**src/rtl/cctmix_pkg.sv**
```systemverilog
`default_nettype none

package cctmix_pkg;

  // Field widths
  localparam int KELVIN_W = 14;
  localparam int BRI_W    = 8;
  localparam int LVL_W    = 7;
  localparam int DUTY_W   = 8;
  localparam int OP_W     = 2;
  localparam int CFG_W    = 14;
  localparam int IDX_W    = 2;

  // Divider widths: level*255*diff + span*50 fits in 30 bits, 100*span in 21,
  // and the rounded ratio stays below 512.
  localparam int NUM_W = 30;
  localparam int DEN_W = 21;
  localparam int QUO_W = 9;

  // Arithmetic constants
  localparam int DUTY_FULL = 255;
  localparam int PCT_FULL  = 100;
  localparam int PCT_HALF  = 50;
  localparam int SLOW_SUM  = 40;

  // Reset values
  localparam logic [KELVIN_W-1:0] WARM_RST    = KELVIN_W'(2700);
  localparam logic [KELVIN_W-1:0] COOL_RST    = KELVIN_W'(6500);
  localparam logic [LVL_W-1:0]    MIN_BRI_RST = LVL_W'(5);
  localparam logic [LVL_W-1:0]    APP_BRI_RST = LVL_W'(100);

  // Item codes
  typedef enum logic [OP_W-1:0] {
    OP_TICK = 2'd0,
    OP_SET  = 2'd1,
    OP_OFF  = 2'd2
  } op_t;

  // Register indexes
  typedef enum logic [IDX_W-1:0] {
    REG_WARM    = 2'd0,
    REG_COOL    = 2'd1,
    REG_MIN_BRI = 2'd2
  } reg_idx_t;

  typedef struct packed {
    logic             start;
    logic [NUM_W-1:0] num;
    logic [DEN_W-1:0] den;
  } div_req_t;

  typedef struct packed {
    logic             done;
    logic [QUO_W-1:0] quo;
  } div_rsp_t;

endpackage

`default_nettype wire

```
**src/rtl/cct_led_mixer_fader_core.sv**
```systemverilog
`default_nettype none

// Channel   Handshake                  Payload
// req       req_valid / req_stall      op, kelvin, brightness
// res       res_valid / res_stall      duty_cool, duty_warm, changed, slow_hold,
//                                      done_res, lamp_on, app_kelvin_out,
//                                      app_brightness_out
// cfg       cfg_we (no handshake)      cfg_index, cfg_data
//
// A tick with a fade pending passes through a prep step, then per channel a
// multiply step, a divider load, a restoring divide and the take of the
// quotient, then a step that moves the duties and the result step. Both
// channels use the single shared divider; the next item is taken once the
// result has been loaded into the output register.
// Set, off, idle tick and unused codes go straight to the result step.
// One item at a time.
// Reset (rst, synchronous) restores the register defaults and clears the fade.
// A stalled result sits in the output register; the next item is taken and
// worked on, and only its result load waits for the register to free up.
module cct_led_mixer_fader_core (
  input  wire                                 clk,
  input  wire                                 rst,
  // configuration
  input  wire                                 cfg_we,
  input  wire  [cctmix_pkg::IDX_W-1:0]        cfg_index,
  input  wire  [cctmix_pkg::CFG_W-1:0]        cfg_data,
  // request channel
  input  wire                                 req_valid,
  output logic                                req_stall,
  input  wire  [cctmix_pkg::OP_W-1:0]         op,
  input  wire  [cctmix_pkg::KELVIN_W-1:0]     kelvin,
  input  wire  [cctmix_pkg::BRI_W-1:0]        brightness,
  // result channel
  output logic                                res_valid,
  input  wire                                 res_stall,
  output logic [cctmix_pkg::DUTY_W-1:0]       duty_cool,
  output logic [cctmix_pkg::DUTY_W-1:0]       duty_warm,
  output logic                                changed,
  output logic                                slow_hold,
  output logic                                done_res,
  output logic                                lamp_on,
  output logic [cctmix_pkg::KELVIN_W-1:0]     app_kelvin_out,
  output logic [cctmix_pkg::LVL_W-1:0]        app_brightness_out
);

  localparam int KW = cctmix_pkg::KELVIN_W;
  localparam int LW = cctmix_pkg::LVL_W;
  localparam int DW = cctmix_pkg::DUTY_W;
  localparam int NW = cctmix_pkg::NUM_W;
  localparam int EW = cctmix_pkg::DEN_W;
  localparam int QW = cctmix_pkg::QUO_W;
  localparam int PW = LW + 8;  // level * 255

  typedef enum logic [2:0] {
    S_IDLE,
    S_PREP,
    S_MUL,
    S_DIV,
    S_STEP,
    S_EMIT
  } state_t;

  state_t state;

  // configuration registers
  logic [KW-1:0] warm_kelvin;
  logic [KW-1:0] cool_kelvin;
  logic [LW-1:0] min_brightness;

  // fade state
  logic [KW-1:0] app_kelvin;
  logic [LW-1:0] app_brightness;
  logic [KW-1:0] target_kelvin;
  logic [LW-1:0] target_level;
  logic          fade_pending;
  logic [DW-1:0] cool_now;
  logic [DW-1:0] warm_now;
  logic          on_flag;

  // datapath registers for one tick
  logic [KW-1:0] span;
  logic [KW-1:0] dcool;
  logic [KW-1:0] dwarm;
  logic [PW-1:0] lvl255;
  logic          chan;       // 0 cool, 1 warm
  logic [DW-1:0] tgt_cool;
  logic [DW-1:0] tgt_warm;

  // staged result flags
  logic          p_changed;
  logic          p_slow;
  logic          p_done;
  logic          p_lamp;
  logic [KW-1:0] p_kout;
  logic [LW-1:0] p_bout;

  cctmix_pkg::div_req_t div_req;
  cctmix_pkg::div_rsp_t div_rsp;

  cctmix_div #(
    .NUM_W (NW),
    .DEN_W (EW),
    .QUO_W (QW)
  ) u_div (
    .clk (clk),
    .rst (rst),
    .req (div_req),
    .rsp (div_rsp)
  );

  // ------------------------------------------------------------------
  // Request decode
  // ------------------------------------------------------------------
  logic          req_acc;
  logic          res_free;
  logic [LW-1:0] app_bri_next;
  logic [KW-1:0] app_kel_next;
  logic [LW-1:0] set_level;

  localparam logic [cctmix_pkg::BRI_W-1:0] BRI_W_ONE  = cctmix_pkg::BRI_W'(1);
  localparam logic [cctmix_pkg::BRI_W-1:0] BRI_W_FULL = cctmix_pkg::BRI_W'(cctmix_pkg::PCT_FULL);

  assign req_stall = (state != S_IDLE);
  assign req_acc   = req_valid && !req_stall;
  assign res_free  = !res_valid || !res_stall;

  always_comb begin
    app_kel_next = app_kelvin;
    if (kelvin >= warm_kelvin && kelvin <= cool_kelvin) begin
      app_kel_next = kelvin;
    end
    app_bri_next = app_brightness;
    if (brightness >= BRI_W_ONE && brightness <= BRI_W_FULL) begin
      app_bri_next = brightness[LW-1:0];
    end
    // raise a nonzero request to the floor
    if (app_bri_next != '0 && app_bri_next <= min_brightness) begin
      set_level = min_brightness;
    end else begin
      set_level = app_bri_next;
    end
  end

  // ------------------------------------------------------------------
  // Prep: clamp kelvin, pick diffs; empty span maps to span 1, cool 0, warm 1
  // ------------------------------------------------------------------
  logic          span_empty;
  logic [KW-1:0] kk;

  assign span_empty = (cool_kelvin <= warm_kelvin);

  always_comb begin
    kk = target_kelvin;
    if (target_kelvin < warm_kelvin) begin
      kk = warm_kelvin;
    end else if (target_kelvin > cool_kelvin) begin
      kk = cool_kelvin;
    end
  end

  // ------------------------------------------------------------------
  // Multiply: num = level*255*diff + 50*span, den = 100*span
  // ------------------------------------------------------------------
  logic [KW-1:0] dsel;
  logic [NW-1:0] num_calc;
  logic [EW-1:0] den_calc;

  assign dsel     = chan ? dwarm : dcool;
  assign num_calc = NW'(lvl255) * NW'(dsel) + NW'(span) * NW'(cctmix_pkg::PCT_HALF);
  assign den_calc = EW'(span) * EW'(cctmix_pkg::PCT_FULL);

  logic [DW-1:0] quo_sat;
  assign quo_sat = (div_rsp.quo > QW'(cctmix_pkg::DUTY_FULL)) ? DW'(cctmix_pkg::DUTY_FULL)
                                                              : div_rsp.quo[DW-1:0];

  // ------------------------------------------------------------------
  // Step: move each duty one count toward its target
  // ------------------------------------------------------------------
  logic [DW-1:0] cool_step;
  logic [DW-1:0] warm_step;
  logic          moved;
  logic [DW:0]   duty_sum;

  always_comb begin
    cool_step = cool_now;
    warm_step = warm_now;
    if (cool_now > tgt_cool) begin
      cool_step = cool_now - DW'(1);
    end else if (cool_now < tgt_cool) begin
      cool_step = cool_now + DW'(1);
    end
    if (warm_now > tgt_warm) begin
      warm_step = warm_now - DW'(1);
    end else if (warm_now < tgt_warm) begin
      warm_step = warm_now + DW'(1);
    end
    moved    = (cool_step != cool_now) || (warm_step != warm_now);
    duty_sum = (DW+1)'(cool_step) + (DW+1)'(warm_step);
  end

  // ------------------------------------------------------------------
  // Sequencer, state and result register
  // ------------------------------------------------------------------
  always_ff @(posedge clk) begin
    if (rst) begin
      state          <= S_IDLE;
      warm_kelvin    <= cctmix_pkg::WARM_RST;
      cool_kelvin    <= cctmix_pkg::COOL_RST;
      min_brightness <= cctmix_pkg::MIN_BRI_RST;
      app_kelvin     <= cctmix_pkg::WARM_RST;
      app_brightness <= cctmix_pkg::APP_BRI_RST;
      target_kelvin  <= cctmix_pkg::WARM_RST;
      target_level   <= '0;
      fade_pending   <= 1'b0;
      cool_now       <= '0;
      warm_now       <= '0;
      on_flag        <= 1'b0;
      res_valid      <= 1'b0;
      div_req.start  <= 1'b0;
      chan           <= 1'b0;
    end else begin
      // start the divider on the cycle after a multiply
      div_req.start <= (state == S_MUL);

      // drop the result once taken
      if (res_valid && !res_stall && state != S_EMIT) begin
        res_valid <= 1'b0;
      end

      if (cfg_we) begin
        case (cfg_index)
          cctmix_pkg::REG_WARM:    warm_kelvin    <= cfg_data[KW-1:0];
          cctmix_pkg::REG_COOL:    cool_kelvin    <= cfg_data[KW-1:0];
          cctmix_pkg::REG_MIN_BRI: min_brightness <= cfg_data[LW-1:0];
          default: ;
        endcase
      end

      case (state)
        S_IDLE: begin
          if (req_acc) begin
            p_changed <= 1'b0;
            p_slow    <= 1'b0;
            p_done    <= 1'b0;
            p_lamp    <= 1'b0;
            p_kout    <= '0;
            p_bout    <= '0;
            // a tick with a fade pending goes through the datapath
            if (op == cctmix_pkg::OP_TICK && fade_pending) begin
              state <= S_PREP;
            end else begin
              state <= S_EMIT;
            end
            case (op)
              cctmix_pkg::OP_SET: begin
                app_kelvin     <= app_kel_next;
                app_brightness <= app_bri_next;
                target_kelvin  <= app_kel_next;
                target_level   <= set_level;
                fade_pending   <= 1'b1;
              end
              cctmix_pkg::OP_OFF: begin
                target_kelvin <= app_kelvin;
                target_level  <= '0;
                fade_pending  <= 1'b1;
              end
              default: ;  // tick, or unused code: same as an idle tick
            endcase
          end
        end

        S_PREP: begin
          lvl255 <= (PW'(target_level) << 8) - PW'(target_level);
          chan   <= 1'b0;
          if (span_empty) begin
            span  <= KW'(1);
            dcool <= '0;
            dwarm <= KW'(1);
          end else begin
            span  <= cool_kelvin - warm_kelvin;
            dcool <= kk - warm_kelvin;
            dwarm <= cool_kelvin - kk;
          end
          state <= S_MUL;
        end

        S_MUL: begin
          div_req.num   <= num_calc;
          div_req.den   <= den_calc;
          state         <= S_DIV;
        end

        S_DIV: begin
          if (div_rsp.done) begin
            if (!chan) begin
              tgt_cool <= quo_sat;
              chan     <= 1'b1;
              state    <= S_MUL;
            end else begin
              tgt_warm <= quo_sat;
              state    <= S_STEP;
            end
          end
        end

        S_STEP: begin
          cool_now <= cool_step;
          warm_now <= warm_step;
          if (moved) begin
            p_changed <= 1'b1;
            p_slow    <= (duty_sum < (DW+1)'(cctmix_pkg::SLOW_SUM));
          end else begin
            // fade settled: report the kept request
            fade_pending <= 1'b0;
            on_flag      <= (target_level != '0);
            p_done       <= 1'b1;
            p_lamp       <= (target_level != '0);
            p_kout       <= app_kelvin;
            p_bout       <= app_brightness;
          end
          state <= S_EMIT;
        end

        S_EMIT: begin
          // hold until the result register is free
          if (res_free) begin
            res_valid          <= 1'b1;
            duty_cool          <= cool_now;
            duty_warm          <= warm_now;
            changed            <= p_changed;
            slow_hold          <= p_slow;
            done_res           <= p_done;
            lamp_on            <= p_lamp;
            app_kelvin_out     <= p_kout;
            app_brightness_out <= p_bout;
            state              <= S_IDLE;
          end
        end

        default: state <= S_IDLE;
      endcase
    end
  end

`ifndef SYNTHESIS
  a_slow_needs_change: assert property (@(posedge clk) disable iff (rst)
    res_valid && slow_hold |-> changed)
    else $error("slow_hold without a duty change");

  a_done_excl_change: assert property (@(posedge clk) disable iff (rst)
    res_valid |-> !(done_res && changed))
    else $error("done and changed reported together");

  a_lamp_needs_done: assert property (@(posedge clk) disable iff (rst)
    res_valid && lamp_on |-> done_res)
    else $error("lamp_on outside a done result");

  a_div_done_in_div: assert property (@(posedge clk) disable iff (rst)
    div_rsp.done |-> state == S_DIV)
    else $error("divider finished outside the divide state");

  a_on_follows_done: assert property (@(posedge clk) disable iff (rst)
    $changed(on_flag) |-> $past(state) == S_STEP)
    else $error("on state changed outside a settle step");
`endif

endmodule

`default_nettype wire

```
**src/rtl/cctmix_div.sv**
```systemverilog
`default_nettype none

// Restoring divider: one quotient bit per cycle, QUO_W quotient bits per divide.
module cctmix_div #(
  parameter int NUM_W = cctmix_pkg::NUM_W,
  parameter int DEN_W = cctmix_pkg::DEN_W,
  parameter int QUO_W = cctmix_pkg::QUO_W
) (
  input  wire                   clk,
  input  wire                   rst,
  input  cctmix_pkg::div_req_t  req,
  output cctmix_pkg::div_rsp_t  rsp
);

  localparam int CNT_W = $clog2(QUO_W + 1);

  logic [NUM_W-1:0] rem;
  logic [NUM_W-1:0] dsh;
  logic [QUO_W-1:0] quo;
  logic [CNT_W-1:0] cnt;
  logic             busy;
  logic             done;
  logic             ge;

  assign ge = (rem >= dsh);

  always_ff @(posedge clk) begin
    if (rst) begin
      busy <= 1'b0;
      done <= 1'b0;
      cnt  <= '0;
    end else begin
      done <= 1'b0;
      if (req.start) begin
        rem  <= req.num;
        dsh  <= NUM_W'(req.den) << (QUO_W - 1);
        quo  <= '0;
        cnt  <= CNT_W'(QUO_W);
        busy <= 1'b1;
      end else if (busy) begin
        // compare, subtract, shift the divisor down one place
        if (ge) begin
          rem <= rem - dsh;
        end
        quo <= {quo[QUO_W-2:0], ge};
        dsh <= dsh >> 1;
        cnt <= cnt - CNT_W'(1);
        if (cnt == CNT_W'(1)) begin
          busy <= 1'b0;
          done <= 1'b1;
        end
      end
    end
  end

  assign rsp.done = done;
  assign rsp.quo  = quo;

endmodule

`default_nettype wire

```
**config.mk**
```make
export PLATFORM = sky130hd
export DESIGN_NAME = cct_led_mixer_fader_core
export DESIGN_NICKNAME = d
export VERILOG_FILES = /design/src/rtl/cctmix_pkg.sv /design/src/rtl/cct_led_mixer_fader_core.sv /design/src/rtl/cctmix_div.sv
export SDC_FILE = /design/constraint.sdc
export NUM_CORES = 1
export LEC_CHECK = 0
export CORE_UTILIZATION = 40
export CTS_CLUSTER_DIAMETER = 150
export CTS_CLUSTER_SIZE = 8
export DETAILED_ROUTE_END_ITERATION = 6
export DONT_BUFFER_PORTS = 1
export GPL_ROUTABILITY_DRIVEN = 1
export GPL_TIMING_DRIVEN = 0
export PLACE_DENSITY = 0.57
export SLEW_MARGIN = 10
export SYNTH_ARGS = -nofsm -noshare
export SYNTH_HDL_FRONTEND = slang
export SYNTH_SLANG_ARGS = --single-unit
```
**constraint.sdc**
```tcl
create_clock -name clk -period 13.94 [get_ports clk]
set_input_delay 1.394 -clock clk [delete_from_list [all_inputs] [get_ports clk]]
set_output_delay 1.394 -clock clk [all_outputs]
set_load 0.05 [all_outputs]
```
==> impl_metrics.csv, run 1 <==
group,metric,value,unit
status,status,"finished clean",
timing,rsz0062_at_grt,"no",
setup_path,critPathTopFamily,"adder cells",
grt,grt_overflow,0,
grt,grt_util_all_layers,0.213,
grt,antenna_found_initial,0,
setup_path,worst_path_largest_cell_delay,0.54,ns
grt,grt_max_degree,39,
logic_synthesis,ys_seq_elements,362,
logic_synthesis,synth_async_sr_flop_share,0,
grt,grtUsageMet2,0.357,
timing,drv_slew,0,
floorplanning,rows,97,
cts,cts_buffers,51,
logic_synthesis,synth_area,28500,sq um
setup_path,cp_max_fo,5,
floorplanning,die_w,269,um
floorplanning,chipHeight,269,um
logic_synthesis,postSynthNetCount,3457,
min_path,min_to,"app_kelvin_out[12]",
routing,via_per_inst,5.32,
place,hpwlAfterDp,60.8,mm
place,place.gp.congestion,0.883,
logic_synthesis,ys.flop_type,"edfxtp_1",
setup_path,cp_slowest_cell,"edfxtp_1",
min_path,min_path_type,"reg2reg",
logic_synthesis,netlist_top_cells_area,"edfxtp_1 (27%), ha_1 (13%), fa_1 (13%)",
setup_path,worstPathRequired,14.22,ns
logic_synthesis,synthCells,2925,
cells_and_area,post_route_cells_drive_above_1_share,0.0515,
logic_synthesis,yosysTopAreaCell,"edfxtp_1",
grt,top_usage_layer,"met2",
cts,htreeDepth,2,
logic_synthesis,syn_avg_cell_area,9.75,sq um
cts,cts_tree,"done",
logic_synthesis,synth-edff-count,256,
routing,routed_wl,75.6,mm
setup_path,crit_top_cell,"fa_1",
timing,post-route-period-util,0.656,
timing,fmax,109,MHz
timing,finalHoldViolations,0,
setup_path,r2r_end,"div_req[48]",
setup_path,r2r_slack,4.80,ns
timing,worst_pin_slew,0.983,ns
grt,grt_pass1_wl,119,mm
routing,drc,0,
min_path,holdPathStages,0,
setup_path,ff2ff_path_depth,30,
timing,setup_viol,0,
grt,first_global_vias,21528,
timing,final.setup.tns,0,ns
cells_and_area,nets,3522,
setup_path,r2r-start,"span[2]",
place,io_buffer_count,0,
floorplanning,ios,88,
min_path,min-delay-start,"p_kout[12]",
cts,clk_path_buf_depth,3,
timing,fin_skew,0.0271,ns
cells_and_area,n_fill_cell,6712,
cts,ctsHoldBuffers,0,
routing,vias,21114,
cts,postCtsSetupBuffers,0,
timing,finalCriticalPeriod,9.14,ns
setup_path,end_kind,"flop",
cts,clkTransAtPathRegs,0.06,ns
cts,root_buffer,"clkbuf_16",
floorplanning,coreArea,70300,sq um
logic_synthesis,yosys_warnings,0,
setup_path,crit_buf_inv,6,
routing,ant_nets,0,
cts,post_cts_resized,0,
setup_path,cp-start-kind,"flop",
job,maxCapViolCount,0,
cts,insertion_delay,0.59,ns
floorplanning,initial_core_util,0.406,
logic_synthesis,ys_seq_area_frac,0.344,
logic_synthesis,synth_cell_types,91,
timing,relSlewSlack,0.345,
grt,grtUsageMet1,0.289,
routing,wl_per_cell,19.0,um
cells_and_area,area_growth,9.94,%
floorplanning,fp.dieArea,72400,sq um
routing,firstDrtPassIters,7,
setup_path,crit_type,"reg2reg",
logic_synthesis,synth_top_area_frac,0.269,
routing,drtIter0Drc,1483,
setup_path,cp.arrival,9.42,ns
cts,cts_num_sinks,362,
grt,use_met3,0.0282,
Yosys cell counts (all sizes together) (42+ instances only):
library cell  instances
a21oi               159
mux2i                53
a21o                 51
ha                  300
fa                  187
dfxtp               106
nand2               329
nand3                42
nor3                 74
xnor2                71
edfxtp              256
nor2b                69
xor2                 44
inv                 385
clkbuf               85
o21ai               124
nor2                156
cells by family (layout without fill, tap and decap cells):
family | after synthesis | count (layout) | share of synthesized area
xor gates and xnor gates | 115 | 115 | 0.0353
other | 0 | 1 | 0
and+or+nand+nor | 880 | 880 | 0.149
adders and majority gates | 487 | 487 | 0.263
buffers and inverters | 490 | 594 | 0.0653
AOI/OAI and AO/OA | 517 | 517 | 0.117
muxes | 74 | 74 | 0.0269
DFF | 362 | 362 | 0.344
worst reg2reg max path: cells and delay by family (launching register included):
kind,cells,cell delay (ns)
buffers and inverters,6,0.36
xor gates and xnor gates,1,0.40
DFF,1,0.54
and+or+nand+nor,3,0.64
AOI/OAI and AO/OA,9,2.14
adders and majority gates,11,4.74
area by class of cell:
class                           instances  area [sq um]  area share
Buffer                                105           418      0.0133
Multi-Input combinational cell       2073         16900       0.539
Sequential cell                       362          9810       0.313
Clock inverter                          2          28.8    0.000918
Antenna cell                            1          2.50   0.0000798
Tap cell                              940          1180      0.0375
Clock buffer                           90          1450      0.0464
Timing Repair Buffer                   12           118     0.00375
Inverter                              385          1450      0.0461
metrics by stage:
step | instances | setup WS, ns | instance area, sq um | utilization | hold WS [ns]
after CTS | 3969 | 4.69 | 31400 | 0.446 | 0.415
after detailed placement | 3877 | 4.75 | 29900 | 0.425 | 0.405
final | 3970 | 4.80 | 31400 | 0.446 | 0.408
after global routing | 3969 | 4.33 | 31400 | 0.446 | 0.424
after floorplan | 2925 | 6.09 | 28500 | - | 0.400
after global placement | 3865 | 4.24 | 29700 | 0.423 | 0.402
flip-flops by register name, indices dropped and copies added (netlist names), 9 cells and up:
| name | cells |
|---|---|
| u_div.dsh | 29 |
| u_div.quo | 9 |
| p_kout | 14 |
| app_kelvin | 14 |
| dwarm | 14 |
| div_req | 50 |
| warm_kelvin | 14 |
| app_kelvin_out | 14 |
| target_kelvin | 14 |
| span | 14 |
| u_div.rem | 30 |
| lvl255 | 15 |
| cool_kelvin | 14 |
| dcool | 14 |
cell usage in the layout, fill, tap and decap left out, types with 8 or more instances in the layout:
cell / count
nor2_1: 155
mux2i_1: 53
dfxtp_1: 106
o21bai_1: 16
o31ai_1: 8
and3_1: 34
mux2_2: 20
a21oi_1: 153
o21ai_0: 117
a21o_1: 50
nand4_1: 28
fa_1: 187
inv_1: 384
buf_4: 9
nand2b_1: 27
o211ai_1: 22
o21a_1: 17
xnor2_1: 71
buf_2: 10
xor2_1: 44
clkbuf_1: 120
buf_1: 10
nor2b_1: 69
a31oi_1: 16
nand2_1: 329
and2_1: 40
nor3_1: 73
a211oi_1: 23
ha_1: 300
clkbuf_16: 52
or2_2: 18
or3_1: 12
nand3_1: 42
edfxtp_1: 256
nor4_1: 11
routing by layer:
metal	up-vias	part of all wire
met2	524	0.47
met1	10292	0.46
met5	-	0
met3	121	0.049
li1	10177	-
met4	0	0.023
worst max-delay path by stage:
| stage | from | endpoint | cells past startpoint | slack, ns |
|---|---|---|---|---|
| floorplan | span[3] | div_req[48] | 31 | 6.09 |
| global placement | rst | div_req[45] | 3 | 4.24 |
| finish | span[2] | div_req[48] | 30 | 4.80 |
| CTS | span[2] | div_req[50] | 29 | 4.69 |
| global route | span[2] | div_req[50] | 27 | 4.33 |
| detailed placement | span[2] | div_req[50] | 29 | 4.75 |
Power of run 1 is not shown: default switching activity piles up to over one toggle a cycle in this logic, so the estimate is an artifact.
==> inputs of run 2 (changes only) <==
==> constraint.sdc (replaced) <==
create_clock -name clk -period 9 [get_ports clk]
set_input_delay 0.9 -clock clk [delete_from_list [all_inputs] [get_ports clk]]
set_output_delay 0.9 -clock clk [all_outputs]
set_load 0.05 [all_outputs]
==> run 2 against run 1 <==
Worst setup slack worse by 4.6 ns. Utilization is 0.15 points higher. Maximum frequency is 4.2% higher. Clock-buffer cell count stayed put. Clock skew hardly changed. Via count hardly changed. First-iteration DRC count is 7.3% higher. Global-route usage stayed put. Routed wire length hardly changed. Final area is 0.33% higher. Critical endpoint unchanged. Sequential cell count stayed put. Worst hold slack better by 0.00096 ns.
==> impl_metrics.csv, run 2 (same netlist as run 1, synthesis figures left out) <==
group,metric,value,unit
floorplanning,coreArea,70300,sq um
floorplanning,ios,88,
timing,fin_ws,0.231,ns
cells_and_area,fin_cells,3975,
routing,drtIter0Drc,1591,
floorplanning,die_w,269,um
setup_path,worstPathRequired,9.28,ns
setup_path,crit_top_cell,"inv_1",
timing,setup_viol,0,
cells_and_area,largest_reg_flops,50,
floorplanning,chipHeight,269,um
timing,relSlewSlack,0.367,
setup_path,cp_slowest_cell,"fa_1",
cells_and_area,final_cell_mix,"inv_1 (384), nand2_1 (329), ha_1 (300), edfxtp_1 (256), fa_1 (187)",
place,io_buffer_count,0,
routing,firstDrtPassIters,7,
routing,routed_wl,75.6,mm
cts,root_buffer,"clkbuf_16",
grt,grt_pass1_wl,119,mm
timing,holdWs,0.409,ns
setup_path,critPathTopFamily,"adder cells",
floorplanning,initial_core_util,0.406,
cts,cts_buffers,51,
place,placed_cells,3877,
cells_and_area,area_growth,10.3,%
setup_path,cp.arrival,9.05,ns
floorplanning,fp.dieArea,72400,sq um
floorplanning,rows,97,
grt,grt_util_all_layers,0.213,
cells_and_area,final_common_cell,"inv_1",
cts,clkTransAtPathRegs,0.06,ns
cts,htreeDepth,2,
setup_path,end_kind,"flop",
routing,ant_nets,0,
place,dpl_worst_slack,-0.187,ns
cts,clk_path_buf_depth,3,
setup_path,cp-start-kind,"flop",
cts,cts_num_sinks,362,
job,maxCapViolCount,0,
setup_path,cp_max_fo,5,
cells_and_area,nets,3527,
timing,fmax,114,MHz
timing,fin_skew,0.0271,ns
grt,grt_overflow,0,
cts,ctsHoldBuffers,0,
min_path,min_path_type,"reg2reg",
grt,first_global_vias,21518,
timing,finalHoldViolations,0,
cells_and_area,final_area,31500,sq um
setup_path,ff2ff_path_depth,33,
cells_and_area,post_route_cells_drive_above_1_share,0.0560,
setup_path,crit_buf_inv,10,
cells_and_area,reg_top3,"div_req (50), u_div.rem (30), u_div.dsh (29)",
setup_path,worst_path_largest_cell_delay,0.53,ns
place,hpwlAfterDp,60.8,mm
min_path,holdPathStages,0,
setup_path,crit_type,"reg2reg",
status,status,"finished clean",
routing,drc,0,
place,place.gp.congestion,0.883,
timing,worst_pin_slew,0.950,ns
timing,finalCriticalPeriod,8.77,ns
grt,antenna_found_initial,1,
cells_and_area,n_fill_cell,6702,
routing,vias,21096,
routing,wl_per_cell,19.0,um
timing,post-route-period-util,0.974,
cells_and_area,regMostFlops,"div_req",
setup_path,crit_cells,33,
routing,via_per_inst,5.31,
timing,drv_slew,0,
cts,cts_tree,"done",
place,placed_area,29900,sq um
grt,grt_max_degree,39,
cts,insertion_delay,0.59,ns
==> run 2: path summary, 6_finish.rpt <==
kind              startpoint                  to  slack (ns)
setup / recovery     span[3]         div_req[48]        0.23
setup reg to reg     span[3]         div_req[48]        0.23
hold reg to reg   p_kout[12]  app_kelvin_out[12]        0.41
hold / removal    p_kout[12]  app_kelvin_out[12]        0.41
==> run 2: metal layers <==
layer	part of all wire	track usage
met1	0.45	0.289
met2	0.47	0.358
met3	0.052	0.0281
met4	0.021	0.0541
met5	0	0
==> run 2: area by class of cell <==
class | count | area [sq um] | share of cell area
flip-flops and latches | 362 | 9810 | 0.312
well taps | 940 | 1180 | 0.0374
clock inverters | 2 | 28.8 | 0.000915
repair buffers | 17 | 155 | 0.00493
multi-input cells | 2073 | 17000 | 0.540
diodes | 1 | 2.50 | 0.0000795
clock buffers | 90 | 1450 | 0.0462
inverters | 385 | 1450 | 0.0459
plain buffers | 105 | 418 | 0.0133
==> run 2: repair_timing <==
| item | CTS | global route |
|---|---|---|
| gates resized for setup | 3 | 7 |
| setup endpoints to repair | 2 | 6 |
| setup buffers | 0 | 5 |
==> run 2: worst register-to-register path: cells and delay by family (launching register included) <==
| family | cells | cell delay, ns |
|---|---|---|
| AO/OA/AOI/OAI | 8 | 1.66 |
| buffers and inverters | 10 | 0.68 |
| XOR/XNOR | 1 | 0.28 |
| AND/OR/NAND/NOR | 3 | 0.62 |
| adder cells (fa/ha/maj) | 11 | 4.72 |
| flip-flops | 1 | 0.48 |
==> run 2: metrics by stage <==
stage                      util  TNS (ns)
final                     0.448         0
after global routing      0.448   -0.0725
after CTS                 0.446         0
after detailed placement  0.425    -0.357
after global placement    0.423     -9.97
after floorplan               -         0
Power of run 2 is left out for the same reason.
